File: src/hw/rtl/fips_pkg.sv
// Shared types, constants and lookup tables for the inverse Park / SVPWM timing block.
// Used by every cell module and by the top level; no dependencies.
`timescale 1ns / 1ps

package fips_pkg;

	// Fixed-point set-up
	localparam int DATA_WIDTH  = 16;
	localparam int GUARD       = DATA_WIDTH - 8;
	localparam int STAGES      = 16;
	localparam int RW          = DATA_WIDTH + GUARD + 3;
	localparam int VW          = 17 + GUARD + 3;
	localparam int ZW          = 33;
	localparam int PW          = 56;
	localparam int UNSCALE_SH  = 28 + GUARD;
	localparam int DIV_STAGES  = 16;
	localparam int REM_W       = 31;

	localparam logic signed [28:0] INVK_Q28  = 29'sd163008219;
	localparam logic signed [26:0] SQRT3_Q24 = 27'sd29058990;
	localparam logic signed [19:0] AMAX      = 20'sd46341;
	localparam logic signed [PW:0] UNSCALE_RND = (PW+1)'(1) <<< (UNSCALE_SH - 1);

	// Configuration register indexes
	localparam logic REG_PWM_PERIOD = 1'b0;
	localparam logic REG_DC_BUS     = 1'b1;

	// Compare candidates
	typedef enum logic [1:0] {
		CAND_U = 2'd0,
		CAND_V = 2'd1,
		CAND_W = 2'd2,
		CAND_G = 2'd3
	} fips_cand_t;

	typedef struct packed {
		fips_cand_t c0;
		fips_cand_t c1;
		fips_cand_t c2;
	} fips_route_t;

	typedef struct packed {
		logic signed [2:0] ta_a;
		logic signed [2:0] ta_b;
		logic signed [2:0] tb_a;
		logic signed [2:0] tb_b;
	} fips_coef_t;

	// Data carried alongside the arithmetic through the later cells
	typedef struct packed {
		logic signed [16:0] al;
		logic signed [16:0] be;
		logic               zero;
		logic [15:0]        mag;
		logic [2:0]         sector;
		logic               sat_a;
		logic               sat_b;
	} fips_side_t;

	// Arctangent of 2^-i in units of 2^-32 turn
	function automatic logic [31:0] fips_atan(input logic [4:0] idx);
		logic [31:0] r;
		case (idx)
			5'd0:  r = 32'h20000000;
			5'd1:  r = 32'h12E4051E;
			5'd2:  r = 32'h09FB385B;
			5'd3:  r = 32'h051111D4;
			5'd4:  r = 32'h028B0D43;
			5'd5:  r = 32'h0145D7E1;
			5'd6:  r = 32'h00A2F61E;
			5'd7:  r = 32'h00517C55;
			5'd8:  r = 32'h0028BE53;
			5'd9:  r = 32'h00145F2F;
			5'd10: r = 32'h000A2F98;
			5'd11: r = 32'h000517CC;
			5'd12: r = 32'h00028BE6;
			5'd13: r = 32'h000145F3;
			5'd14: r = 32'h0000A2FA;
			5'd15: r = 32'h0000517D;
			5'd16: r = 32'h000028BE;
			5'd17: r = 32'h0000145F;
			5'd18: r = 32'h00000A30;
			5'd19: r = 32'h00000518;
			5'd20: r = 32'h0000028C;
			5'd21: r = 32'h00000146;
			5'd22: r = 32'h000000A3;
			5'd23: r = 32'h00000051;
			default: r = 32'h0;
		endcase
		return r;
	endfunction

	// Dwell coefficients per sector (index is sector minus one)
	function automatic fips_coef_t fips_coef(input logic [2:0] k);
		fips_coef_t c;
		case (k)
			3'd0: c = '{3'sd1,  -3'sd1, 3'sd0,  3'sd2};
			3'd1: c = '{3'sd1,  3'sd1,  -3'sd1, 3'sd1};
			3'd2: c = '{3'sd0,  3'sd2,  -3'sd1, -3'sd1};
			3'd3: c = '{-3'sd1, 3'sd1,  3'sd0,  -3'sd2};
			3'd4: c = '{-3'sd1, -3'sd1, 3'sd1,  -3'sd1};
			3'd5: c = '{3'sd0,  -3'sd2, 3'sd1,  3'sd1};
			default: c = '{3'sd1, -3'sd1, 3'sd0, 3'sd2};
		endcase
		return c;
	endfunction

	// Phase routing per sector (index is sector minus one)
	function automatic fips_route_t fips_route(input logic [2:0] k);
		fips_route_t r;
		case (k)
			3'd0: r = '{CAND_U, CAND_V, CAND_W};
			3'd1: r = '{CAND_G, CAND_U, CAND_W};
			3'd2: r = '{CAND_W, CAND_U, CAND_V};
			3'd3: r = '{CAND_W, CAND_G, CAND_U};
			3'd4: r = '{CAND_V, CAND_W, CAND_U};
			3'd5: r = '{CAND_U, CAND_W, CAND_G};
			default: r = '{CAND_U, CAND_V, CAND_W};
		endcase
		return r;
	endfunction

endpackage

File: src/hw/rtl/fips_div_cell.sv
// One restoring-division cell: settles one quotient bit of both dwell lanes.
// Depends on fips_pkg.
`timescale 1ns / 1ps

module fips_div_cell (
	input  logic                              clk,
	input  logic                              arst_n,
	input  logic                              en,
	input  logic [3:0]                        idx,
	input  logic [14:0]                       divisor,
	input  logic                              in_valid,
	input  logic [fips_pkg::REM_W-1:0]        in_rem_a,
	input  logic [fips_pkg::REM_W-1:0]        in_rem_b,
	input  logic [15:0]                       in_q_a,
	input  logic [15:0]                       in_q_b,
	input  fips_pkg::fips_side_t              in_side,
	output logic                              out_valid,
	output logic [fips_pkg::REM_W-1:0]        out_rem_a,
	output logic [fips_pkg::REM_W-1:0]        out_rem_b,
	output logic [15:0]                       out_q_a,
	output logic [15:0]                       out_q_b,
	output fips_pkg::fips_side_t              out_side
);

	logic [fips_pkg::REM_W-1:0] trial;
	logic [15:0]                qbit;
	logic                       valid_s1;
	logic [fips_pkg::REM_W-1:0] rem_a_s1;
	logic [fips_pkg::REM_W-1:0] rem_b_s1;
	logic [15:0]                q_a_s1;
	logic [15:0]                q_b_s1;
	fips_pkg::fips_side_t       side_s1;

	always_comb begin
		trial = fips_pkg::REM_W'(divisor) << idx;
		qbit  = 16'd1 << idx;
	end

	always_ff @(posedge clk or negedge arst_n) begin
		if (!arst_n) begin
			valid_s1 <= 1'b0;
		end else if (en) begin
			valid_s1 <= in_valid;
		end
	end

	// Subtract the shifted divisor where it fits
	always_ff @(posedge clk) begin
		if (en) begin
			side_s1 <= in_side;
			if (in_rem_a >= trial) begin
				rem_a_s1 <= in_rem_a - trial;
				q_a_s1   <= in_q_a | qbit;
			end else begin
				rem_a_s1 <= in_rem_a;
				q_a_s1   <= in_q_a;
			end
			if (in_rem_b >= trial) begin
				rem_b_s1 <= in_rem_b - trial;
				q_b_s1   <= in_q_b | qbit;
			end else begin
				rem_b_s1 <= in_rem_b;
				q_b_s1   <= in_q_b;
			end
		end
	end

	assign out_valid = valid_s1;
	assign out_rem_a = rem_a_s1;
	assign out_rem_b = rem_b_s1;
	assign out_q_a   = q_a_s1;
	assign out_q_b   = q_b_s1;
	assign out_side  = side_s1;

endmodule

File: config.mk
export PLATFORM = sky130hd
export DESIGN_NAME = fips_div_cell
export DESIGN_NICKNAME = d
export VERILOG_FILES = /design/src/hw/rtl/fips_pkg.sv /design/src/hw/rtl/fips_div_cell.sv
export SDC_FILE = /design/constraint.sdc
export NUM_CORES = 1
export LEC_CHECK = 0
export BUFFER_PORTS_ARGS = -buffer_cell sky130_fd_sc_hd__buf_2
export CAP_MARGIN = 20
export CORE_AREA = 2 2 158 160
export DETAILED_ROUTE_END_ITERATION = 12
export DIE_AREA = 0 0 160 162
export SYNTH_ARGS = -nofsm -noshare
export SYNTH_HDL_FRONTEND = slang
export SYNTH_SLANG_ARGS = --single-unit
export TNS_END_PERCENT = 1
File: constraint.sdc
create_clock -name clk -period 1.7 [get_ports clk]
set_input_delay 0 -clock clk [delete_from_list [all_inputs] [get_ports clk]]
set_output_delay 0 -clock clk [all_outputs]
set_load 0.02 [all_outputs]
Word level (Yosys, flattened, before mapping)
Index checks and enable logic that the tools add are counted.
- output and inout bits: 151
- flip-flop bits (word level): 151
- bits of input ports: 173
- magnitude comparators: 2
- bitwise gates (word level): 2
- $add $sub $neg: 2
- shifts and indexed selects: 2
- mux-type cells: 4
- operators by type and width (operator ; count):
    $ge 31x31->1 ; 2
    $mux 31 ; 2
    $sub 31x31->31 ; 2
    $mux 16 ; 2
    $or 16x16->16 ; 2
    $shl 15x4->31 ; 1
    $shl 1x4->16 const A ; 1

Depth between registers and ports, before layout
- word-level depth: 3
- depth in mapped cells: 20
- depth with buffers taken out: 17

Worst setup path after synthesis
No wires, ideal clock.
- kind: input to register
- start point: in idx[1]
- end point: reg rem_a_s1, in the netlist out_rem_a[30] (data pin)
- data arrival time: 4181 ps
- stages: 18
- setup slack: -2744 ps
- data required time: 1436 ps
- cell sequence: clkbuf_1 clkbuf_1 clkbuf_1 mux4_2 mux2_2 a22oi_1 ha_1 buf_2 nand4_1 or3_1 or4_1 o41a_1 o31ai_1 a41oi_2 buf_6 a311o_1 a31oi_1 xor2_1
- longest elaborated chain between the ends: 3
- elaborated cells between the ends (all ways): 4
- those cells by class: add/sub: 1; order compare: 1; shift: 1; mux: 1
- RTL lines (item ; line ; RTL):
    start, declared ; fips_div_cell.sv:9 ; input logic [3:0] idx,
    $shl 15x4->31 * ; fips_div_cell.sv:35 ; trial = fips_pkg::REM_W'(divisor) << idx;
    $sub 31x31->31 or $ge 31x31->1 (tied branches) ; fips_div_cell.sv:52, fips_div_cell.sv:51 ;
    $mux 31 * ; fips_div_cell.sv:51 ; if (in_rem_a >= trial) begin
    end signal, assigned ; fips_div_cell.sv:52 ; rem_a_s1 <= in_rem_a - trial;
    end signal, assigned ; fips_div_cell.sv:55 ; rem_a_s1 <= in_rem_a;
    end, declared ; fips_div_cell.sv:28 ; logic [fips_pkg::REM_W-1:0] rem_a_s1;
Mark *: on every way between the ends. The rest lies on a longest branch, timed or not.
A chain may end at the register's enable or synchronous reset.

Final worst setup path
Ends and elaborated chain as after synthesis.

==> results.sh <==
export IMPL_status="complete, but fails checks"
export IMPL_violations="negative setup slack"
export IMPL_drv_slew=0
export IMPL_core_um2=24100
export IMPL_drc=0
export IMPL_path_clk_slew_ns=0.07
export IMPL_rows=57
export IMPL_critPathCaptureType="register"
export IMPL_required_ns=1.88
export IMPL_fin_nets=1896
export IMPL_clock_latency_ns=0.44
export IMPL_period_share=1.98
export IMPL_dieArea_um2=25900
export IMPL_path_class="in -> reg"
export IMPL_hp_start="in_rem_b[2]"
export IMPL_rsz0062_at_grt="yes"
export IMPL_power_leakage_nw=7.31
export IMPL_postRouteAntennaNets=0
export IMPL_holdPathStages=4
export IMPL_die_w_um=160
export IMPL_tightest_slew_ns=0.433
export IMPL_clockBufferDepth=2
export IMPL_finalClockSkew_ns=0
export IMPL_wl_per_cell_um=17.8
export IMPL_top_layer_used="met4"
export IMPL_htreeDepth=4
export IMPL_clock_sinks=151
export IMPL_cts_tree="built"
export IMPL_dpl_hpwl_um=27000
export IMPL_hold_path_class="in -> reg"
export IMPL_layout_setup_ws_ns=-1.67
export IMPL_worstPathArrival_ns=3.55
export IMPL_period_needed_ns=3.37
export IMPL_clock_power_share=0.280
export IMPL_fmax_mhz=297
export IMPL_slew_headroom=0.708
export IMPL_fill_cells=1952
export IMPL_max_cap_violations=0
export IMPL_grt_ovfl_total=0
export IMPL_seq_power_share=0.336
export IMPL_yosys_register_bits=151
export IMPL_combPwrFrac=0.384
export IMPL_worstPathMaxFanout=8
export IMPL_holdWs_ns=0.0249
export IMPL_synth_warnings=0
export IMPL_drive_above_1_share=0.449
export IMPL_wl_met3_um=1990
export IMPL_port_buffers=323
export IMPL_syn_num_nets=1150
export IMPL_powerDensity_nw_per_um2=891
export IMPL_met1_length_um=14600
export IMPL_async_flop_share=0.00662
export IMPL_synth_edf_count=150
export IMPL_rr_startpoint="out_valid"
export IMPL_swShare=0.335
export IMPL_viasPerCell=5.00
export IMPL_grt_usage=0.271
export IMPL_io_pins=324
export IMPL_synthCells=911
export IMPL_netlist_cell_type_count=64
export IMPL_worstHoldEndpoint="out_rem_b[2]"
export IMPL_grt_start_max_net_pins=60
export IMPL_root_buffer="clkbuf_16"
export IMPL_worstSetupStartpointType="input pin"
export IMPL_yosys_most_used_dff="edfxtp_1"
export IMPL_yosysSeqAreaShare=0.477
export IMPL_initialDrtViolationCount=623
export IMPL_grt_pass1_vias=10126
export IMPL_irDropWorstVdd_v=0.000601
export IMPL_intPower_mw=9.58
export IMPL_dieHeight_um=162
export IMPL_setup_viol=94
export IMPL_grt_pass1_wl_um=54400
export IMPL_r2r_end="out_valid"
export IMPL_hold_violations=0
export IMPL_globalplace_congestion=0.903
export IMPL_wl_met2_um=17700
export IMPL_postSynthAreaPerCell_um2=10.4
export IMPL_final_cell_mix="319 x buf_2, 287 x buf_4, 150 x edfxtp_1"
export IMPL_syn2layout_area_growth_pct=70.4
export IMPL_cts_inserted_buffers=17
export IMPL_worstRegToRegCells=1
export IMPL_route_final_wire_length_um=35400
export IMPL_antenna_found_initial=1
export IMPL_first_pass_iters=5
export IMPL_r2r_setup_slack_ns=0.96
export IMPL_switching_power_mw=4.82
export IMPL_tns_ns=-133.96
export IMPL_vias=9983
export IMPL_syn_cell_area_um2=9490
export IMPL_final_common_cell="buf_2"
export IMPL_start_util=0.394
## worst max-delay path by stage
stage | startpoint | end | slack (ns) | cells past startpoint
2_1_floorplan | idx[1] | out_rem_a[30] | -2.06 | 18
3_3_place_gp | idx[0] | out_rem_a[30] | -2.40 | 18
3_5_place_dp | idx[1] | out_rem_a[30] | -2.48 | 18
4_1_cts | idx[1] | out_rem_a[30] | -1.66 | 16
5_1_grt | idx[1] | out_rem_b[30] | -1.85 | 17
6_report | idx[1] | out_rem_a[30] | -1.67 | 20
## cell families (layout without fill, tap and decap cells)
group	count (synthesis)	after routing	synth area share
AOI/OAI and AO/OA	298	298	0.201
and+or+nand+nor	250	250	0.121
DFF	151	151	0.477
adders and majority gates	66	66	0.0886
buffers and inverters	66	825	0.0274
xor gates and xnor gates	51	51	0.0471
muxes	29	29	0.0385
other	0	1	0
## cells in the mapped netlist, drive strengths merged, types with 3 or more instances
cell / n / area, um2
or3: 3 / 18.8
or4: 3 / 22.5
nand3: 13 / 65.1
inv: 20 / 75.1
nand2b: 10 / 62.6
mux2i: 14 / 140
nor4: 4 / 25.0
and2: 5 / 31.3
a21oi: 87 / 435
nor2: 62 / 233
a2111oi: 3 / 26.3
a22oi: 5 / 37.5
mux4: 5 / 113
clkbuf: 38 / 143
a31o: 18 / 158
o21bai: 8 / 60.1
nor2b: 16 / 100
and3: 4 / 25.0
a21o: 40 / 300
buf: 8 / 42.5
o41ai: 3 / 26.3
xnor2: 27 / 236
mux2: 10 / 113
edfxtp: 150 / 4500
o31ai: 6 / 45.0
a211oi: 8 / 60.1
or2: 6 / 37.5
nand2: 96 / 360
ha: 64 / 801
xor2: 24 / 210
nor3: 15 / 75.1
nand4: 10 / 62.6
o21a: 8 / 60.1
o21ai: 70 / 350
a31oi: 14 / 87.6
## stage by stage
step	instances	area (um2)	setup slack, ns	util	power, mW
after global routing	1995	16200	-1.85	0.671	15.1
after detailed placement	1809	13700	-2.48	0.567	9.90
after global placement	1809	13700	-2.40	0.567	9.87
final	1995	16200	-1.67	0.671	14.4
after floorplan	911	9580	-2.06	-	7.47
after CTS	1993	16000	-1.66	0.666	14.4
## power groups by stage
stage          Clock (mW)  Sequential [mW]  Combinational [mW]
3_5_place_dp            0             4.91                4.98
2_1_floorplan           0             5.51                1.96
6_report             4.03             4.84                5.53
4_1_cts              4.09             4.84                5.43
5_1_grt              4.21             4.88                5.98
3_3_place_gp            0             4.92                4.95
## worst max-delay path, stage by stage
cell and delay, ns:
buf_12 0.12, buf_6 0.13, mux2i_1 0.14, o21ai_1 0.18, buf_4 0.14, mux2i_1 0.08
buf_4 0.16, a21oi_2 0.14, inv_2 0.08, ha_4 0.28, nand2_1 0.07, or3_4 0.39
or4_4 0.47, o41a_1 0.34, o31ai_2 0.09, a41oi_4 0.08, buf_6 0.15, a311o_1 0.27
a31oi_2 0.17, xor2_1 0.08
## sequential cells by signal, summed over array words and instances (netlist names)
register and flops:
out_q_b 16, out_q_a 16, out_rem_a 31, out_valid 1
out_rem_b 31, out_side 56
## cell type report
class                      count  area [um2]  area share
multi-input combinational    694        5040       0.312
sequential                   151        4530       0.280
timing repair buffer         773        5510       0.341
tap                          324         405      0.0251
clock inverter                14         183      0.0113
clock buffer                  18         429      0.0265
inverter                      20        75.1     0.00464
antenna                        1        2.50    0.000155
## routing by layer
layer  vias to the layer above  GRT usage
met4                         0      0.104
met1                      4635      0.328
met2                       335      0.478
met5                         -          0
li1                       4944          -
met3                        69     0.0523
## repair_timing
item                                    4_1_cts  5_1_grt
pin swaps                                     9        4
gates resized for setup                      64       26
endpoints found under the setup margin       94       94
hold buffers                                149        0
buffers inserted                              3        1
hold endpoints to repair                    165        0
No activity file was read; power rests on OpenSTA's default activity.
