File: config.mk
export PLATFORM = sky130hd
export DESIGN_NAME = fips_vec_cell
export DESIGN_NICKNAME = d
export VERILOG_FILES = /design/src/hw/rtl/fips_pkg.sv /design/src/hw/rtl/fips_vec_cell.sv
export SDC_FILE = /design/constraint.sdc
export NUM_CORES = 1
export LEC_CHECK = 0
export BUFFER_PORTS_ARGS = -buffer_cell sky130_fd_sc_hd__buf_2
export CAP_MARGIN = 10
export CELL_PAD_IN_SITES_DETAIL_PLACEMENT = 2
export CELL_PAD_IN_SITES_GLOBAL_PLACEMENT = 2
export CORE_ASPECT_RATIO = 0.5
export CORE_MARGIN = 4
export CORE_UTILIZATION = 38
export DETAILED_ROUTE_END_ITERATION = 10
export GPL_TIMING_DRIVEN = 0
export HOLD_SLACK_MARGIN = 0.02
export PLACE_DENSITY = 0.88
export SLEW_MARGIN = 5
export SYNTH_ARGS = -nofsm -noshare
export SYNTH_HDL_FRONTEND = slang
export SYNTH_SLANG_ARGS = --single-unit
File: constraint.sdc
create_clock -name clk -period 1 [get_ports clk]
set_input_delay 0.05 -clock clk [delete_from_list [all_inputs] [get_ports clk]]
set_output_delay 0.05 -clock clk [all_outputs]
set_load 0.01 [all_outputs]
File: src/hw/rtl/fips_pkg.sv
// Shared types, constants and lookup tables for the inverse Park / SVPWM timing block.
// Used by every cell module and by the top level; no dependencies.
`timescale 1ns / 1ps

package fips_pkg;

	// Fixed-point set-up
	localparam int DATA_WIDTH  = 16;
	localparam int GUARD       = DATA_WIDTH - 8;
	localparam int STAGES      = 16;
	localparam int RW          = DATA_WIDTH + GUARD + 3;
	localparam int VW          = 17 + GUARD + 3;
	localparam int ZW          = 33;
	localparam int PW          = 56;
	localparam int UNSCALE_SH  = 28 + GUARD;
	localparam int DIV_STAGES  = 16;
	localparam int REM_W       = 31;

	localparam logic signed [28:0] INVK_Q28  = 29'sd163008219;
	localparam logic signed [26:0] SQRT3_Q24 = 27'sd29058990;
	localparam logic signed [19:0] AMAX      = 20'sd46341;
	localparam logic signed [PW:0] UNSCALE_RND = (PW+1)'(1) <<< (UNSCALE_SH - 1);

	// Configuration register indexes
	localparam logic REG_PWM_PERIOD = 1'b0;
	localparam logic REG_DC_BUS     = 1'b1;

	// Compare candidates
	typedef enum logic [1:0] {
		CAND_U = 2'd0,
		CAND_V = 2'd1,
		CAND_W = 2'd2,
		CAND_G = 2'd3
	} fips_cand_t;

	typedef struct packed {
		fips_cand_t c0;
		fips_cand_t c1;
		fips_cand_t c2;
	} fips_route_t;

	typedef struct packed {
		logic signed [2:0] ta_a;
		logic signed [2:0] ta_b;
		logic signed [2:0] tb_a;
		logic signed [2:0] tb_b;
	} fips_coef_t;

	// Data carried alongside the arithmetic through the later cells
	typedef struct packed {
		logic signed [16:0] al;
		logic signed [16:0] be;
		logic               zero;
		logic [15:0]        mag;
		logic [2:0]         sector;
		logic               sat_a;
		logic               sat_b;
	} fips_side_t;

	// Arctangent of 2^-i in units of 2^-32 turn
	function automatic logic [31:0] fips_atan(input logic [4:0] idx);
		logic [31:0] r;
		case (idx)
			5'd0:  r = 32'h20000000;
			5'd1:  r = 32'h12E4051E;
			5'd2:  r = 32'h09FB385B;
			5'd3:  r = 32'h051111D4;
			5'd4:  r = 32'h028B0D43;
			5'd5:  r = 32'h0145D7E1;
			5'd6:  r = 32'h00A2F61E;
			5'd7:  r = 32'h00517C55;
			5'd8:  r = 32'h0028BE53;
			5'd9:  r = 32'h00145F2F;
			5'd10: r = 32'h000A2F98;
			5'd11: r = 32'h000517CC;
			5'd12: r = 32'h00028BE6;
			5'd13: r = 32'h000145F3;
			5'd14: r = 32'h0000A2FA;
			5'd15: r = 32'h0000517D;
			5'd16: r = 32'h000028BE;
			5'd17: r = 32'h0000145F;
			5'd18: r = 32'h00000A30;
			5'd19: r = 32'h00000518;
			5'd20: r = 32'h0000028C;
			5'd21: r = 32'h00000146;
			5'd22: r = 32'h000000A3;
			5'd23: r = 32'h00000051;
			default: r = 32'h0;
		endcase
		return r;
	endfunction

	// Dwell coefficients per sector (index is sector minus one)
	function automatic fips_coef_t fips_coef(input logic [2:0] k);
		fips_coef_t c;
		case (k)
			3'd0: c = '{3'sd1,  -3'sd1, 3'sd0,  3'sd2};
			3'd1: c = '{3'sd1,  3'sd1,  -3'sd1, 3'sd1};
			3'd2: c = '{3'sd0,  3'sd2,  -3'sd1, -3'sd1};
			3'd3: c = '{-3'sd1, 3'sd1,  3'sd0,  -3'sd2};
			3'd4: c = '{-3'sd1, -3'sd1, 3'sd1,  -3'sd1};
			3'd5: c = '{3'sd0,  -3'sd2, 3'sd1,  3'sd1};
			default: c = '{3'sd1, -3'sd1, 3'sd0, 3'sd2};
		endcase
		return c;
	endfunction

	// Phase routing per sector (index is sector minus one)
	function automatic fips_route_t fips_route(input logic [2:0] k);
		fips_route_t r;
		case (k)
			3'd0: r = '{CAND_U, CAND_V, CAND_W};
			3'd1: r = '{CAND_G, CAND_U, CAND_W};
			3'd2: r = '{CAND_W, CAND_U, CAND_V};
			3'd3: r = '{CAND_W, CAND_G, CAND_U};
			3'd4: r = '{CAND_V, CAND_W, CAND_U};
			3'd5: r = '{CAND_U, CAND_W, CAND_G};
			default: r = '{CAND_U, CAND_V, CAND_W};
		endcase
		return r;
	endfunction

endpackage

File: src/hw/rtl/fips_vec_cell.sv
// One vectoring-mode CORDIC cell with its pipeline register and side data.
// Depends on fips_pkg.
`timescale 1ns / 1ps

module fips_vec_cell (
	input  logic                             clk,
	input  logic                             arst_n,
	input  logic                             en,
	input  logic [4:0]                       idx,
	input  logic                             in_valid,
	input  logic signed [fips_pkg::VW-1:0]   in_x,
	input  logic signed [fips_pkg::VW-1:0]   in_y,
	input  logic [31:0]                      in_z,
	input  fips_pkg::fips_side_t             in_side,
	output logic                             out_valid,
	output logic signed [fips_pkg::VW-1:0]   out_x,
	output logic signed [fips_pkg::VW-1:0]   out_y,
	output logic [31:0]                      out_z,
	output fips_pkg::fips_side_t             out_side
);

	logic signed [fips_pkg::VW-1:0] sx;
	logic signed [fips_pkg::VW-1:0] sy;
	logic [31:0]                    ang;
	logic                           valid_s1;
	logic signed [fips_pkg::VW-1:0] x_s1;
	logic signed [fips_pkg::VW-1:0] y_s1;
	logic [31:0]                    z_s1;
	fips_pkg::fips_side_t           side_s1;

	always_comb begin
		sx  = in_x >>> idx;
		sy  = in_y >>> idx;
		ang = fips_pkg::fips_atan(idx);
	end

	always_ff @(posedge clk or negedge arst_n) begin
		if (!arst_n) begin
			valid_s1 <= 1'b0;
		end else if (en) begin
			valid_s1 <= in_valid;
		end
	end

	// Drive y towards zero, accumulate the angle modulo one turn
	always_ff @(posedge clk) begin
		if (en) begin
			side_s1 <= in_side;
			if (in_y > 0) begin
				x_s1 <= in_x + sy;
				y_s1 <= in_y - sx;
				z_s1 <= in_z + ang;
			end else begin
				x_s1 <= in_x - sy;
				y_s1 <= in_y + sx;
				z_s1 <= in_z - ang;
			end
		end
	end

	assign out_valid = valid_s1;
	assign out_x     = x_s1;
	assign out_y     = y_s1;
	assign out_z     = z_s1;
	assign out_side  = side_s1;

endmodule

==> key figures, run 1 <==
Logic synthesis
  – Total number of yosys warnings: 0
  – Post-synthesis register bit count: 145
  – Synth cell types: 92
  – Predominant post-synthesis flop cell: edfxtp_1
  – Post-synthesis sequential area ratio: 0.295
  – Mapped Cells: 1508
  – Post-synth EDFFs: 144
  – Mapped Nets: 1763
  – Syn Area/Cell: 9.79 um^2
  – Synth async-reset ratio: 0.00690
  – Synthesized cell area: 14800 um^2

Die
  – I/O pin count: 298
  – Die Y: 147 um
  – Site Rows: 50
  – Starting density of the core: 0.390
  – Die W: 287 um

Clock tree
  – CTS root buf: clkbuf_16
  – CTS-repair resized insts: 446
  – Clk sinks: 145
  – Total setup buffers inserted after CTS: 160
  – CTS max path bufs: 2
  – CTS Buf Count: 17
  – H-tree levels: 4
  – Hold Buf Count CTS: 60

Placed design
  – GP Congestion: 1.04
  – DP Wirelength: 56900 um
  – Buffers on Ports: 295

Status
  – Log Error: [ERROR DPL-0033] detailed placement checks failed during check placement.
  – Fail Step: clock tree synthesis
  – Status: stopped before the end
==> cell usage after synthesis, drive strengths merged (26+ instances only) <==
cell    instances  area share
inv            31      0.0079
nand2         108       0.027
nor3           33       0.013
buf            36       0.019
o21ai          84       0.028
mux4           62       0.096
nand2b         26       0.012
edfxtp        144        0.29
mux2i          46       0.031
mux2           32       0.024
ha             99       0.084
nor2          113       0.029
xor2           51       0.030
nand3          33       0.011
xnor2          95       0.056
a21o           39       0.020
clkbuf         44       0.011
a21oi         124       0.042
==> through the flow <==
| stage | instance area, um^2 | std cells | worst slack, ns | hold slack (ns) |
|---|---|---|---|---|
| 3_3_place_gp | 17300 | 2323 | -6.25 | -0.169 |
| 2_1_floorplan | 15100 | 1508 | -4.45 | -0.246 |
| 3_5_place_dp | 17300 | 2324 | -6.43 | -0.161 |
==> kinds of logic after synthesis <==
family                     synth area share
AOI/OAI and AO/OA                     0.199
and+or+nand+nor                       0.139
xor gates and xnor gates             0.0881
DFF                                   0.295
muxes                                 0.152
buffers and inverters                0.0389
adders and majority gates            0.0880
==> run 2: changes to the inputs <==
--- a/config.mk
+++ b/config.mk
@@ -7,15 +7,11 @@
 export LEC_CHECK = 0
 export BUFFER_PORTS_ARGS = -buffer_cell sky130_fd_sc_hd__buf_2
 export CAP_MARGIN = 10
-export CELL_PAD_IN_SITES_DETAIL_PLACEMENT = 2
-export CELL_PAD_IN_SITES_GLOBAL_PLACEMENT = 2
-export CORE_ASPECT_RATIO = 0.5
 export CORE_MARGIN = 4
-export CORE_UTILIZATION = 38
+export CORE_UTILIZATION = 25
 export DETAILED_ROUTE_END_ITERATION = 10
 export GPL_TIMING_DRIVEN = 0
-export HOLD_SLACK_MARGIN = 0.02
-export PLACE_DENSITY = 0.88
+export PLACE_DENSITY_LB_ADDON = 0.15
 export SLEW_MARGIN = 5
 export SYNTH_ARGS = -nofsm -noshare
 export SYNTH_HDL_FRONTEND = slang
==> run 2 against run 1 <==
The flow now finishes, with violations (hold timing, setup timing); area after synthesis unchanged; synthesized cell count unchanged.
==> key figures, run 2 <==
Drt
  – Avg WL per Cell: 25.1 um
  – DRC: 0
  – Total Routed Length: 70600 um
  – Antenna Nets Post-Route: 0
  – Routed vias/inst: 5.35
  – Drt first pass iters: 5
  – Vias: 15000
  – Initial drt markers: 1189

Die
  – Die W: 251 um (was 287 um)
  – Site Rows: 88 (was 50)
  – Die ar.: 63000 um^2
  – Starting density of the core: 0.254 (was 0.390)
  – I/O pin count: 298 (unchanged)
  – Die Y: 251 um (was 147 um)
  – Core Region: 58100 um^2

Timing
  – Min Tclk post-route: 5.31 ns
  – Final setup fails: 233
  – RSZ-0062 raised after global routing: yes
  – Fin. max-slew vios: 0
  – Final Hold Vio Count: 24
  – Hold WS: -0.0911 ns
  – Final Cycle Share: 5.31
  – Setup TNS: -288.80 ns
  – Slew HR: 0.285
  – FMAX: 188 MHz
  – Worst slew pin tran: 1.07 ns
  – Final worst slack: -4.31 ns
  – Clock skew: 0 ns

Setup path
  – R2R Path Start: out_valid
  – Worst r2r dst: out_valid
  – Flop2flop setup slack: 0.27 ns
  – Crit start category: input port
  – CP Data Arrival Time: 5.54 ns
  – Crit. End Element: register
  – R2r worst-path depth: 1
  – Critical path type: input port to register
  – Crit path max fanout: 6
  – Critical path data required time: 1.23 ns
  – Setup crit start: idx[0]

Logic synthesis
  – Synthesized cell area: 14800 um^2 (unchanged)
  – Post-synthesis register bit count: 145 (unchanged)
  – Predominant post-synthesis flop cell: edfxtp_1 (unchanged)
  – Syn Area/Cell: 9.79 um^2 (unchanged)
  – Synth async-reset ratio: 0.00690 (unchanged)
  – Total number of yosys warnings: 0 (unchanged)
  – Top-count cell post-synth: edfxtp_1 (unchanged)
  – Post-synthesis sequential area ratio: 0.295 (unchanged)
  – Synth cell types: 92 (unchanged)
  – Post-synth EDFFs: 144 (unchanged)
  – Post-synth top area share: 0.293 (unchanged)
  – Mapped Nets: 1763 (unchanged)
  – Yosys top cell by area: edfxtp_1 (unchanged)
  – Mapped Cells: 1508 (unchanged)
  – Post-synth top cells: edfxtp_1, a21oi_1, nor2_1, nand2_1, ha_1 (unchanged)
  – Top post-synthesis cells by area: edfxtp_1, ha_1, mux4_2 (unchanged)

GRT
  – Gr ovfl total: 0
  – Vias in the first global route: 14700
  – Largest net degree at the start of global routing: 89
  – First-pass GRT wire length: 100000 um
  – Initial antenna violation count: 2
  – Total GRT Usage: 0.212

Final layout
  – Multi-input gate area: 11600 um^2
  – Nets: 2287
  – Filler cell count in the final layout: 5932
  – Max reg flops: 56
  – Finished Layout Cells: 2811
  – Area Overhead vs Synth: 47.4%
  – Share of layout cells above drive strength 1: 0.444
  – Commonest non-fill, non-tap cell in the layout: buf_2
  – FF/Latch Area: 4350 um^2
  – Final Cell Area: 21800 um^2
  – Commonest cells after routing, fill and taps aside: buf_2, edfxtp_1, buf_4

Clock tree
  – Worst-path clk slew: 0.09 ns
  – CTS tree: yes
  – CTS root buf: clkbuf_16 (unchanged)
  – CTS max path bufs: 2 (unchanged)
  – Clock Latency Late Sink: 0.48 ns
  – Hold Buf Count CTS: 61 (was 60)
  – CTS Buf Count: 17 (unchanged)
  – H-tree levels: 4 (unchanged)
  – Clk sinks: 145 (unchanged)

Placed design
  – GP Congestion: 0.984 (was 1.04)
  – Buffers on Ports: 295 (unchanged)
  – Placed cell areas: 17600 um^2 (was 17300 um^2)
  – # placed instances: 2569 (was 2324)
  – DP Wirelength: 53200 um (was 56900 um)

Hold path
  – Hold crit path type: input port to register
  – Hold path depth: 2
  – Worst hold start: in_y[0]
  – Hold worst-path end: out_y[0]

Power and ir drop
  – PD cells: 1440 nW/um^2
  – Peak supply drop: 1.36 mV
  – PnR Total Power: 31.3 mW
  – Leakage: 8.74 nW

Status
  – Status: finished, violations left (was stopped before the end)
  – Failing checks: hold timing, setup timing

Flow run
  – Max-cap violations: 0
-- run 2: cell counts after synthesis --
Identical to the previous run, type by type.
-- run 2: cell families after synthesis --
| kind of cell | count (synthesis) | share of synthesized area |
|---|---|---|
| buf+inv | 114 | 0.0389 |
| compound gates | 446 | 0.199 |
| fa+ha+maj | 102 | 0.0880 |
| xor+xnor | 147 | 0.0881 |
| mux | 140 | 0.152 |
| simple gates | 414 | 0.139 |
| flops | 145 | 0.295 |
-- run 2: how the worst max path moves through the flow --
stage,depth (start not counted),endpoint
after floorplan,27,out_x[27]
after global placement,25,out_x[25]
after detailed placement,25,out_x[27]
after CTS,27,out_x[27]
after global routing,30,out_x[25]
final,28,out_x[27]
-- run 2: cell type report --
class	instances	area share
Antenna cell	1	0.000115
Clock inverter	14	0.00655
Multi-Input combinational cell	1249	0.533
Buffer	72	0.0293
Sequential cell	145	0.200
Tap cell	765	0.0440
Clock buffer	18	0.0197
Inverter	34	0.00650
Timing Repair Buffer	513	0.161
-- run 2: where the power goes --
part           leakage (nW)  total (mW)  internal (mW)  switching, mW
Clock                 0.277        6.70           3.50           3.19
Sequential             1.42        8.52           8.27          0.249
Combinational          7.05        16.1           7.18           8.87
-- run 2: worst max-delay path, stage by stage --
cell      delay, ns
buf_12         0.10
buf_12         0.13
buf_12         0.12
buf_12         0.12
buf_12         0.13
buf_12         0.13
mux4_2         0.54
a32o_1         0.30
a211oi_2       0.19
buf_4          0.18
ha_4           0.14
o211ai_1       0.08
or4_1          0.55
clkbuf_8       0.17
o31ai_4        0.18
nor4_1         0.08
a311o_1        0.34
ha_4           0.28
and3_4         0.20
nand4_1        0.18
a211oi_4       0.31
a211oi_4       0.07
o21ai_2        0.18
a41oi_2        0.14
nor4b_4        0.16
buf_4          0.14
o41ai_4        0.22
xnor2_1        0.11
-- run 2: timing repair --
| action | CTS | global route |
|---|---|---|
| setup endpoints to repair | 233 | 234 |
| buffers inserted | 92 | 68 |
| endpoints found under the hold margin | 64 | 59 |
| pin swaps | 84 | 121 |
| gates resized for setup | 241 | 199 |
-- run 2: stage by stage --
step	util	setup WS (ns)
after floorplan	-	-4.45
after global placement	0.302	-6.54
after detailed placement	0.303	-6.61
after CTS	0.351	-4.40
after global routing	0.374	-4.48
final	0.374	-4.31
-- run 2: metal layers --
| layer | GRT usage | vias to the layer above | wire length [um] |
|---|---|---|---|
| li1 | - | 6875 | - |
| met1 | 0.285 | 7480 | 30900 |
| met2 | 0.349 | 612 | 33200 |
| met3 | 0.0417 | 80 | 4810 |
| met4 | 0.0590 | 2 | 1780 |
| met5 | 0 | - | 13 |
Note: power is estimated with default switching activity, not from simulation.
