## src/hw/rtl/fips_pkg.sv

```systemverilog
// Shared types, constants and lookup tables for the inverse Park / SVPWM timing block.
// Used by every cell module and by the top level; no dependencies.
`timescale 1ns / 1ps

package fips_pkg;

	// Fixed-point set-up
	localparam int DATA_WIDTH  = 16;
	localparam int GUARD       = DATA_WIDTH - 8;
	localparam int STAGES      = 16;
	localparam int RW          = DATA_WIDTH + GUARD + 3;
	localparam int VW          = 17 + GUARD + 3;
	localparam int ZW          = 33;
	localparam int PW          = 56;
	localparam int UNSCALE_SH  = 28 + GUARD;
	localparam int DIV_STAGES  = 16;
	localparam int REM_W       = 31;

	localparam logic signed [28:0] INVK_Q28  = 29'sd163008219;
	localparam logic signed [26:0] SQRT3_Q24 = 27'sd29058990;
	localparam logic signed [19:0] AMAX      = 20'sd46341;
	localparam logic signed [PW:0] UNSCALE_RND = (PW+1)'(1) <<< (UNSCALE_SH - 1);

	// Configuration register indexes
	localparam logic REG_PWM_PERIOD = 1'b0;
	localparam logic REG_DC_BUS     = 1'b1;

	// Compare candidates
	typedef enum logic [1:0] {
		CAND_U = 2'd0,
		CAND_V = 2'd1,
		CAND_W = 2'd2,
		CAND_G = 2'd3
	} fips_cand_t;

	typedef struct packed {
		fips_cand_t c0;
		fips_cand_t c1;
		fips_cand_t c2;
	} fips_route_t;

	typedef struct packed {
		logic signed [2:0] ta_a;
		logic signed [2:0] ta_b;
		logic signed [2:0] tb_a;
		logic signed [2:0] tb_b;
	} fips_coef_t;

	// Data carried alongside the arithmetic through the later cells
	typedef struct packed {
		logic signed [16:0] al;
		logic signed [16:0] be;
		logic               zero;
		logic [15:0]        mag;
		logic [2:0]         sector;
		logic               sat_a;
		logic               sat_b;
	} fips_side_t;

	// Arctangent of 2^-i in units of 2^-32 turn
	function automatic logic [31:0] fips_atan(input logic [4:0] idx);
		logic [31:0] r;
		case (idx)
			5'd0:  r = 32'h20000000;
			5'd1:  r = 32'h12E4051E;
			5'd2:  r = 32'h09FB385B;
			5'd3:  r = 32'h051111D4;
			5'd4:  r = 32'h028B0D43;
			5'd5:  r = 32'h0145D7E1;
			5'd6:  r = 32'h00A2F61E;
			5'd7:  r = 32'h00517C55;
			5'd8:  r = 32'h0028BE53;
			5'd9:  r = 32'h00145F2F;
			5'd10: r = 32'h000A2F98;
			5'd11: r = 32'h000517CC;
			5'd12: r = 32'h00028BE6;
			5'd13: r = 32'h000145F3;
			5'd14: r = 32'h0000A2FA;
			5'd15: r = 32'h0000517D;
			5'd16: r = 32'h000028BE;
			5'd17: r = 32'h0000145F;
			5'd18: r = 32'h00000A30;
			5'd19: r = 32'h00000518;
			5'd20: r = 32'h0000028C;
			5'd21: r = 32'h00000146;
			5'd22: r = 32'h000000A3;
			5'd23: r = 32'h00000051;
			default: r = 32'h0;
		endcase
		return r;
	endfunction

	// Dwell coefficients per sector (index is sector minus one)
	function automatic fips_coef_t fips_coef(input logic [2:0] k);
		fips_coef_t c;
		case (k)
			3'd0: c = '{3'sd1,  -3'sd1, 3'sd0,  3'sd2};
			3'd1: c = '{3'sd1,  3'sd1,  -3'sd1, 3'sd1};
			3'd2: c = '{3'sd0,  3'sd2,  -3'sd1, -3'sd1};
			3'd3: c = '{-3'sd1, 3'sd1,  3'sd0,  -3'sd2};
			3'd4: c = '{-3'sd1, -3'sd1, 3'sd1,  -3'sd1};
			3'd5: c = '{3'sd0,  -3'sd2, 3'sd1,  3'sd1};
			default: c = '{3'sd1, -3'sd1, 3'sd0, 3'sd2};
		endcase
		return c;
	endfunction

	// Phase routing per sector (index is sector minus one)
	function automatic fips_route_t fips_route(input logic [2:0] k);
		fips_route_t r;
		case (k)
			3'd0: r = '{CAND_U, CAND_V, CAND_W};
			3'd1: r = '{CAND_G, CAND_U, CAND_W};
			3'd2: r = '{CAND_W, CAND_U, CAND_V};
			3'd3: r = '{CAND_W, CAND_G, CAND_U};
			3'd4: r = '{CAND_V, CAND_W, CAND_U};
			3'd5: r = '{CAND_U, CAND_W, CAND_G};
			default: r = '{CAND_U, CAND_V, CAND_W};
		endcase
		return r;
	endfunction

endpackage

```

## src/hw/rtl/fips_rot_cell.sv

```systemverilog
// One rotation-mode CORDIC micro-rotation cell with its pipeline register.
// Depends on fips_pkg.
`timescale 1ns / 1ps

module fips_rot_cell (
	input  logic                             clk,
	input  logic                             arst_n,
	input  logic                             en,
	input  logic [4:0]                       idx,
	input  logic                             in_valid,
	input  logic signed [fips_pkg::RW-1:0]   in_x,
	input  logic signed [fips_pkg::RW-1:0]   in_y,
	input  logic signed [fips_pkg::ZW-1:0]   in_z,
	output logic                             out_valid,
	output logic signed [fips_pkg::RW-1:0]   out_x,
	output logic signed [fips_pkg::RW-1:0]   out_y,
	output logic signed [fips_pkg::ZW-1:0]   out_z
);

	logic signed [fips_pkg::RW-1:0] sx;
	logic signed [fips_pkg::RW-1:0] sy;
	logic signed [fips_pkg::ZW-1:0] ang;
	logic                           valid_s1;
	logic signed [fips_pkg::RW-1:0] x_s1;
	logic signed [fips_pkg::RW-1:0] y_s1;
	logic signed [fips_pkg::ZW-1:0] z_s1;

	// Shifted operands and step angle
	always_comb begin
		sx  = in_x >>> idx;
		sy  = in_y >>> idx;
		ang = fips_pkg::ZW'(fips_pkg::fips_atan(idx));
	end

	// Hold valid under reset
	always_ff @(posedge clk or negedge arst_n) begin
		if (!arst_n) begin
			valid_s1 <= 1'b0;
		end else if (en) begin
			valid_s1 <= in_valid;
		end
	end

	// Rotate towards zero residual angle
	always_ff @(posedge clk) begin
		if (en) begin
			if (in_z >= 0) begin
				x_s1 <= in_x - sy;
				y_s1 <= in_y + sx;
				z_s1 <= in_z - ang;
			end else begin
				x_s1 <= in_x + sy;
				y_s1 <= in_y - sx;
				z_s1 <= in_z + ang;
			end
		end
	end

	assign out_valid = valid_s1;
	assign out_x     = x_s1;
	assign out_y     = y_s1;
	assign out_z     = z_s1;

endmodule

```

## config.mk

```make
export PLATFORM = sky130hd
export DESIGN_NAME = fips_rot_cell
export DESIGN_NICKNAME = d
export VERILOG_FILES = /design/src/hw/rtl/fips_pkg.sv /design/src/hw/rtl/fips_rot_cell.sv
export SDC_FILE = /design/constraint.sdc
export NUM_CORES = 1
export LEC_CHECK = 0
export BUFFER_PORTS_ARGS = -buffer_cell sky130_fd_sc_hd__buf_2
export CAP_MARGIN = 20
export CELL_PAD_IN_SITES_DETAIL_PLACEMENT = 1
export CELL_PAD_IN_SITES_GLOBAL_PLACEMENT = 1
export CORE_UTILIZATION = 46
export CTS_BUF_LIST = sky130_fd_sc_hd__clkbuf_4 sky130_fd_sc_hd__clkbuf_8
export DETAILED_ROUTE_END_ITERATION = 10
export PLACE_DENSITY_LB_ADDON = 0.25
export SYNTH_ARGS = -nofsm -noshare
export SYNTH_HDL_FRONTEND = slang
export SYNTH_SLANG_ARGS = --single-unit
```

## constraint.sdc

```tcl
create_clock -name clk -period 0.9 [get_ports clk]
set_clock_uncertainty 0.05 [all_clocks]
set_input_delay 0.09 -clock clk [delete_from_list [all_inputs] [get_ports clk]]
set_output_delay 0.09 -clock clk [all_outputs]
set_load 0.02 [all_outputs]
```

==> results.py, run 1 <==
metrics = {
    "clocking": {
        "root_buffer": "clkbuf_8",
        "cts_resized": 406,
        "cts_inserted_buffers": 9,
        "cts_num_sinks": 88,
        "cts_hold_buf": 3,
        "postCtsSetupRepairBufs": 86,
        "clk_path_buf_depth": 2,
        "htree_levels": 3,
    },
    "synth": {
        "syn-cell-area_sq_um": 12400,
        "synth_enable_flop_cells": 87,
        "synth_most_common_cell": "nand2_1",
        "yosysTopAreaCellShare_pct": 21.1,
        "synth_commonest_cells": "nand2_1 (124), o21ai_0 (95), ha_1 (94)",
        "synth_nets": 1586,
        "synth.area.top_cells": "edfxtp_1 (21%), ha_1 (9.5%), mux4_2 (9.5%)",
        "netlist_instances": 1393,
        "synth_top_flop_cell": "edfxtp_1",
        "ys_seq_elements": 88,
        "yosysUniqueCellTypes": 84,
        "ys_seq_area_share_pct": 21.3,
        "synthArstFlopShare_pct": 1.14,
        "avgSynthCellArea_sq_um": 8.89,
        "yosys_warnings": 0,
        "synth_largest_area_cell": "edfxtp_1",
    },
    "place": {
        "dp_hpwl_um": 58100,
        "port_buffers": 183,
        "gp_congestion": 1.17,
        "place_ws_ns": -4.80,
        "place_inst": 2424,
    },
    "floorplan": {
        "fp-row-count": 59,
        "die_w_um": 166,
        "ios": 184,
        "die_y_um": 166,
        "initial_core_util_pct": 47.3,
    },
    "status": {
        "status": "aborted with a tool error",
        "error": "[ERROR DPL-0033] detailed placement checks failed during check placement.",
        "failing_step": "4_1_cts",
    },
}
[logic make-up after synthesis]
family | share of synthesized area, %
AOI/OAI and AO/OA | 22.1
and+or+nand+nor | 16.2
adders and majority gates | 9.98
DFF | 21.3
xor gates and xnor gates | 10.5
muxes | 15.8
buffers and inverters | 4.24
[per-stage QoR]
step | util, % | area [sq um]
detailed placement | 69.8 | 18300
global placement | 69.8 | 18300
floorplan | - | 12900
==> inputs of run 2 (changes only) <==
==> config.mk (replaced) <==
export PLATFORM = sky130hd
export DESIGN_NAME = fips_rot_cell
export DESIGN_NICKNAME = d
export VERILOG_FILES = /design/src/hw/rtl/fips_pkg.sv /design/src/hw/rtl/fips_rot_cell.sv
export SDC_FILE = /design/constraint.sdc
export NUM_CORES = 1
export LEC_CHECK = 0
export BUFFER_PORTS_ARGS = -buffer_cell sky130_fd_sc_hd__buf_2
export CAP_MARGIN = 20
export CORE_UTILIZATION = 40
export DETAILED_ROUTE_END_ITERATION = 10
export PLACE_DENSITY_LB_ADDON = 0.15
export SYNTH_ARGS = -nofsm -noshare
export SYNTH_HDL_FRONTEND = slang
export SYNTH_SLANG_ARGS = --single-unit
==> run 2 against run 1 <==
The flow now finishes, with violations (setup timing). Synthesized cell count unchanged. Synthesized area unchanged.
==> results.py, run 2 <==
metrics = {
    "sta": {
        "min_period_over_period_pct": 513,
        "fmaxAchievable_ghz": 0.216,
        "hold_viol_final": 0,
        "min_period_ns": 4.62,
        "relSlewSlack_pct": 49.9,
        "timing.final.max_slew_violations": 0,
        "tightest_slew_ns": 0.744,
        "setup_viol": 175,
        "rsz0062_at_grt": "yes",
        "fin_ws_ns": -3.72,
    },
    "drt": {
        "viasPerCell": 5.66,
        "drc": 0,
        "vias": 14917,
        "drt_iter0_drc": 957,
        "ant_nets": 0,
        "routed_wl_um": 55200,
        "wl_per_cell_um": 20.9,
        "first_pass_iters": 6,
    },
    "clocking": {
        "root_buffer": "clkbuf_16",
        "clk_path_buf_depth": 2,
        "insertion_delay_ns": 0.38,
        "cts_num_sinks": 88,
        "cts_inserted_buffers": 9,
        "clkTransAtPathRegs_ns": 0.07,
        "cts_tree": "yes",
        "htree_levels": 3,
    },
    "setup_path": {
        "crit_fanout": 7,
        "startpoint_type": "input port",
        "cp.arrival_ns": 4.70,
        "path_class": "in -> reg",
        "crit_required_ns": 0.98,
        "crit_path_end_kind": "register",
    },
    "synth": {
        "synthArstFlopShare_pct": 1.14,
        "ys_seq_area_share_pct": 21.3,
        "yosysTopAreaCellShare_pct": 21.1,
        "synth_nets": 1586,
        "synth_largest_area_cell": "edfxtp_1",
        "synth_most_common_cell": "nand2_1",
        "ys_seq_elements": 88,
        "synth_top_flop_cell": "edfxtp_1",
        "yosys_warnings": 0,
        "synth_commonest_cells": "nand2_1 (124), o21ai_0 (95), ha_1 (94)",
        "syn-cell-area_sq_um": 12400,
        "synth.area.top_cells": "edfxtp_1 (21%), ha_1 (9.5%), mux4_2 (9.5%)",
        "yosysUniqueCellTypes": 84,
        "avgSynthCellArea_sq_um": 8.89,
        "synth_enable_flop_cells": 87,
        "netlist_instances": 1393,
    },
    "power_and_ir_drop": {
        "ir_drop_mv": 1.06,
        "power_density_nw_per_um2": 1510,
        "power.leakage_nw": 9.86,
    },
    "global_route": {
        "track_usage_pct": 34.0,
        "overflow": 0,
        "grt_pass1_vias": 14923,
        "antenna_found_initial": 0,
        "grt_max_degree": 54,
        "grt_pass1_wl_um": 81500,
    },
    "run": {
        "drv_cap": 0,
    },
    "place": {
        "dp_hpwl_um": 42300,
        "gp_congestion": 1.01,
        "port_buffers": 183,
        "place_ws_ns": -4.69,
        "place_inst": 2512,
    },
    "cells_and_area": {
        "layout_common_cells": "buf_4 (631), buf_6 (126), buf_2 (116)",
        "nFillCells": 2310,
        "post_layout_nonfiller_instances": 2634,
        "final_common_cell": "buf_4",
        "largest_reg_flops": 33,
        "diodes": 0,
        "num-nets-final": 2426,
        "syn2layout_area_growth_pct": 77.1,
        "multiInputGateArea_sq_um": 11000,
        "drive_above_1_share_pct": 58.1,
        "seqCellArea_sq_um": 2640,
    },
    "status": {
        "status": "finished with violations",
        "violations": "setup timing",
    },
    "floorplan": {
        "core-area_sq_um": 30500,
        "fp-row-count": 64,
        "initial_core_util_pct": 40.6,
        "die_y_um": 178,
        "die_area_sq_um": 31700,
        "die_w_um": 178,
        "ios": 184,
    },
    "hold_path": {
        "hold_class": "in -> reg",
    },
}
==> run 2: cell counts after synthesis <==
Identical to the previous run, type by type.
==> run 2: final timing paths <==
check	from	end	slack [ns]	cells after the start
worst max-delay path	idx[0]	out_x[26]	-3.72	22
min in group asynchronous	arst_n	out_valid	0.51	3
worst min register to register	out_valid	out_valid	0.48	1
worst max register to register	out_valid	out_valid	0.10	1
max in group asynchronous	arst_n	out_valid	0.19	3
worst min-delay path	in_z[1]	out_z[1]	0.07	2
==> run 2: timing repair <==
item / in CTS / in global routing
resized for setup: 229 / 322
pin swaps: 119 / 123
gates cloned: 2 / 0
hold endpoints to repair: 2 / 0
endpoints found under the setup margin: 175 / 175
hold buffers: 3 / 0
buffers inserted: 69 / 64
==> run 2: metrics by stage <==
| step | total power [mW] | hold WS (ns) | instance area, sq um | utilization [%] | TNS, ns |
|---|---|---|---|---|---|
| floorplan | 16.2 | -0.256 | 12900 | - | -250.13 |
| global placement | 23.8 | -0.185 | 18600 | 60.9 | -312.21 |
| detailed placement | 24.0 | -0.183 | 18600 | 60.9 | -318.22 |
| CTS | 30.5 | 0.0612 | 20500 | 67.1 | -256.37 |
| global route | 35.0 | 0.0777 | 21900 | 71.9 | -273.48 |
| finish | 33.2 | 0.0712 | 21900 | 71.9 | -262.16 |
==> run 2: metal layers <==
layer | track usage [%] | up-vias | part of all wire (%)
li1 | - | 6974 | -
met1 | 42.3 | 7200 | 41
met2 | 56.7 | 600 | 48
met3 | 6.27 | 143 | 6.6
met4 | 15.8 | 0 | 4.3
met5 | 0 | - | 0
==> run 2: cell families (layout without fill, tap and decap cells) <==
kind of cell,Yosys count,in the layout,share of synthesized area (%)
adder cells (fa/ha/maj),97,97,9.98
AND/OR/NAND/NOR,403,403,16.2
multiplexers,127,127,15.8
buffers and inverters,119,964,4.24
AO/OA/AOI/OAI,411,411,22.1
XOR/XNOR,148,148,10.5
flip-flops,88,88,21.3
==> run 2: worst max-delay path, stage by stage <==
cell	delay (ns)
buf_16	0.13
mux4_2	0.53
mux2_4	0.29
mux4_2	0.55
inv_4	0.09
buf_6	0.10
ha_4	0.13
buf_4	0.10
buf_6	0.10
a21oi_2	0.07
xor2_2	0.21
ha_1	0.32
a21o_1	0.19
or3_4	0.38
o211ai_1	0.19
buf_4	0.15
a21oi_2	0.05
o22a_1	0.23
a41o_1	0.23
o311ai_2	0.29
a21oi_1	0.12
xnor2_1	0.14
==> run 2: area by class of cell <==
cell class                      count  area share (%)
Sequential cell                    88            12.0
Clock inverter                      4           0.348
Inverter                           44           0.832
Timing Repair Buffer              904            33.4
Tap cell                          396            2.26
Clock buffer                       12            1.17
Multi-Input combinational cell   1186            50.0
==> run 2: where the power goes <==
group | switching, mW | total (mW) | leakage (nW) | internal [mW]
Clock | 1.89 | 4.49 | 0.159 | 2.60
Combinational | 10.7 | 22.2 | 8.83 | 11.5
Sequential | 0.397 | 6.50 | 0.864 | 6.10
Power figures use the tool's default switching activity.
==> inputs of run 3 (changes only) <==
--- a/config.mk
+++ b/config.mk
@@ -6,10 +6,11 @@
 export NUM_CORES = 1
 export LEC_CHECK = 0
 export BUFFER_PORTS_ARGS = -buffer_cell sky130_fd_sc_hd__buf_2
-export CAP_MARGIN = 20
+export CAP_MARGIN = 10
 export CORE_UTILIZATION = 40
 export DETAILED_ROUTE_END_ITERATION = 10
 export PLACE_DENSITY_LB_ADDON = 0.15
+export SKIP_LAST_GASP = 1
 export SYNTH_ARGS = -nofsm -noshare
 export SYNTH_HDL_FRONTEND = slang
 export SYNTH_SLANG_ARGS = --single-unit
==> run 3 against run 2 <==
The run still ends with setup timing left. Die area unchanged. Core utilization down 0.93 points. Register-to-register slack about the same. Sequential share of layout area up 0.16 points. Worst setup slack better by 0.050 ns. Count of clock-buffer cells in the layout unchanged. Total power down 2.0%. First-iteration DRC count down 4.8%. Critical path type unchanged. Largest cell class unchanged.
==> results.py, run 3 (synthesized netlist as in run 2, its figures left out) <==
metrics = {
    "floorplan": {
        "die_area_sq_um": 31700,
        "core-area_sq_um": 30500,
        "die_w_um": 178,
        "die_y_um": 178,
        "initial_core_util_pct": 40.6,
        "ios": 184,
        "fp-row-count": 64,
    },
    "place": {
        "gp_congestion": 1.01,
        "dp_hpwl_um": 42300,
        "placed_area_sq_um": 18600,
        "port_buffers": 183,
    },
    "cells_and_area": {
        "drive_above_1_share_pct": 56.5,
        "diodes": 0,
        "final_common_cell": "buf_4",
        "largest_reg_flops": 33,
        "syn2layout_area_growth_pct": 74.8,
        "num-nets-final": 2431,
        "postLayoutCellArea_sq_um": 21700,
        "layout_common_cells": "buf_4 (648), buf_2 (116), nand2_1 (113)",
    },
    "setup_path": {
        "path_cells": "buf_16 > buf_12 > mux4_2 > mux2_4 > mux4_2 > inv_4 > ha_4 > and2_1 > nand4_1 > buf_4 > or4_4 > o21ai_2 > xor2_1 > ha_2 > or3_4 > or3_4 > nor3_4 > nor3_2 > nand4b_1",
        "crit_required_ns": 0.97,
        "crit_path_end_kind": "register",
        "path_class": "in -> reg",
        "critPathSlowestCell": "mux4_2",
        "startpoint_type": "input port",
        "critPathTopFamily": "simple AND/OR/NAND/NOR gates",
        "cp_num_buf_inv": 4,
        "crit_path_max_incr_delay_ns": 0.53,
        "cp.arrival_ns": 4.64,
        "crit_fanout": 5,
    },
    "global_route": {
        "grt_pass1_vias": 14778,
        "track_usage_pct": 33.8,
        "grt_max_degree": 54,
        "grt_pass1_wl_um": 81300,
        "overflow": 0,
        "antenna_found_initial": 0,
    },
    "clocking": {
        "htree_levels": 3,
        "clk_path_buf_depth": 2,
        "root_buffer": "clkbuf_16",
        "clkTransAtPathRegs_ns": 0.07,
        "cts_num_sinks": 88,
        "cts_inserted_buffers": 9,
        "cts_tree": "yes",
        "insertion_delay_ns": 0.38,
    },
    "sta": {
        "relSlewSlack_pct": 48.5,
        "timing.final.max_slew_violations": 0,
        "fmaxAchievable_ghz": 0.219,
        "tightest_slew_ns": 0.762,
        "hold_viol_final": 0,
        "min_period_over_period_pct": 508,
        "hold_ws_ns": 0.0636,
        "setup_viol": 175,
        "rsz0062_at_grt": "yes",
        "fin_ws_ns": -3.67,
        "tns_ns": -262.82,
        "min_period_ns": 4.57,
    },
    "drt": {
        "wl_per_cell_um": 20.8,
        "drt_iter0_drc": 911,
        "viasPerCell": 5.62,
        "vias": 14838,
        "drc": 0,
        "ant_nets": 0,
        "routed_wl_um": 54800,
        "first_pass_iters": 5,
    },
    "power_and_ir_drop": {
        "p_comb_share_pct": 66.3,
        "power_density_nw_per_um2": 1500,
        "power.leakage_nw": 9.82,
        "switchingPower_mw": 12.6,
        "switching_share_pct": 38.9,
        "clkPwrFrac_pct": 13.8,
        "intPower_mw": 19.9,
        "ir_drop_mv": 1.01,
        "seq_power_share_pct": 20.0,
    },
    "status": {
        "status": "finished with violations",
        "violations": "setup timing",
    },
    "run": {
        "drv_cap": 0,
    },
    "hold_path": {
        "hold_class": "in -> reg",
    },
}
run 3: changes by cell type in the layout (fill, tap and decap cells not counted), sizes merged:
cell / delta
buf: +3
clkbuf: +2
run 3: final cells by class:
class                      count  area, sq um
inverter                      44          183
tap                          396          495
timing repair buffer         909         7350
sequential                    88         2640
clock inverter                 4         76.3
clock buffer                  12          256
multi-input combinational   1186        10700
fill                        2360         8850
run 3: final timing paths:
kind,start,to,slack [ns],cells after the start
setup reg to reg,out_valid,out_valid,0.10,1
setup / recovery,idx[0],out_x[25],-3.67,19
max in group asynchronous,arst_n,out_valid,0.19,3
min in group asynchronous,arst_n,out_valid,0.51,3
hold reg to reg,out_valid,out_valid,0.48,1
hold / removal,in_z[1],out_z[1],0.06,2
run 3: repair_timing:
action                                 CTS  global route
pin swaps                              117            84
resized for setup                      189           278
hold buffers                             3             0
buffers inserted                        69            65
endpoints found under the hold margin    2             0
setup endpoints to repair              175           175
gates cloned                             2             2
run 3: per-layer routing:
metal	part of all wire [%]	wire (um)	vias up	GRT usage, %
met1	41	22700	7106	43.1
met5	0	0	-	0
met4	4.3	2360	0	14.2
met3	6.6	3640	134	4.65
met2	48	26100	613	56.9
li1	-	-	6985	-
run 3: power groups by stage:
stage          registers [mW]  clock network [mW]  logic [mW]
2_1_floorplan            7.89                   0        8.30
3_3_place_gp             6.38                   0        17.4
3_5_place_dp             6.39                   0        17.6
4_1_cts                  6.32                4.52        19.4
5_1_grt                  6.62                4.67        23.0
6_report                 6.49                4.48        21.6
run 3: stage by stage:
stage	instances	utilization (%)	total power [mW]	worst slack [ns]
floorplan	1393	-	16.2	-3.89
global placement	2512	60.9	23.8	-4.51
detailed placement	2512	60.9	24.0	-4.69
CTS	2599	66.5	30.2	-3.56
global route	2639	71.0	34.3	-3.84
finish	2639	71.0	32.5	-3.67
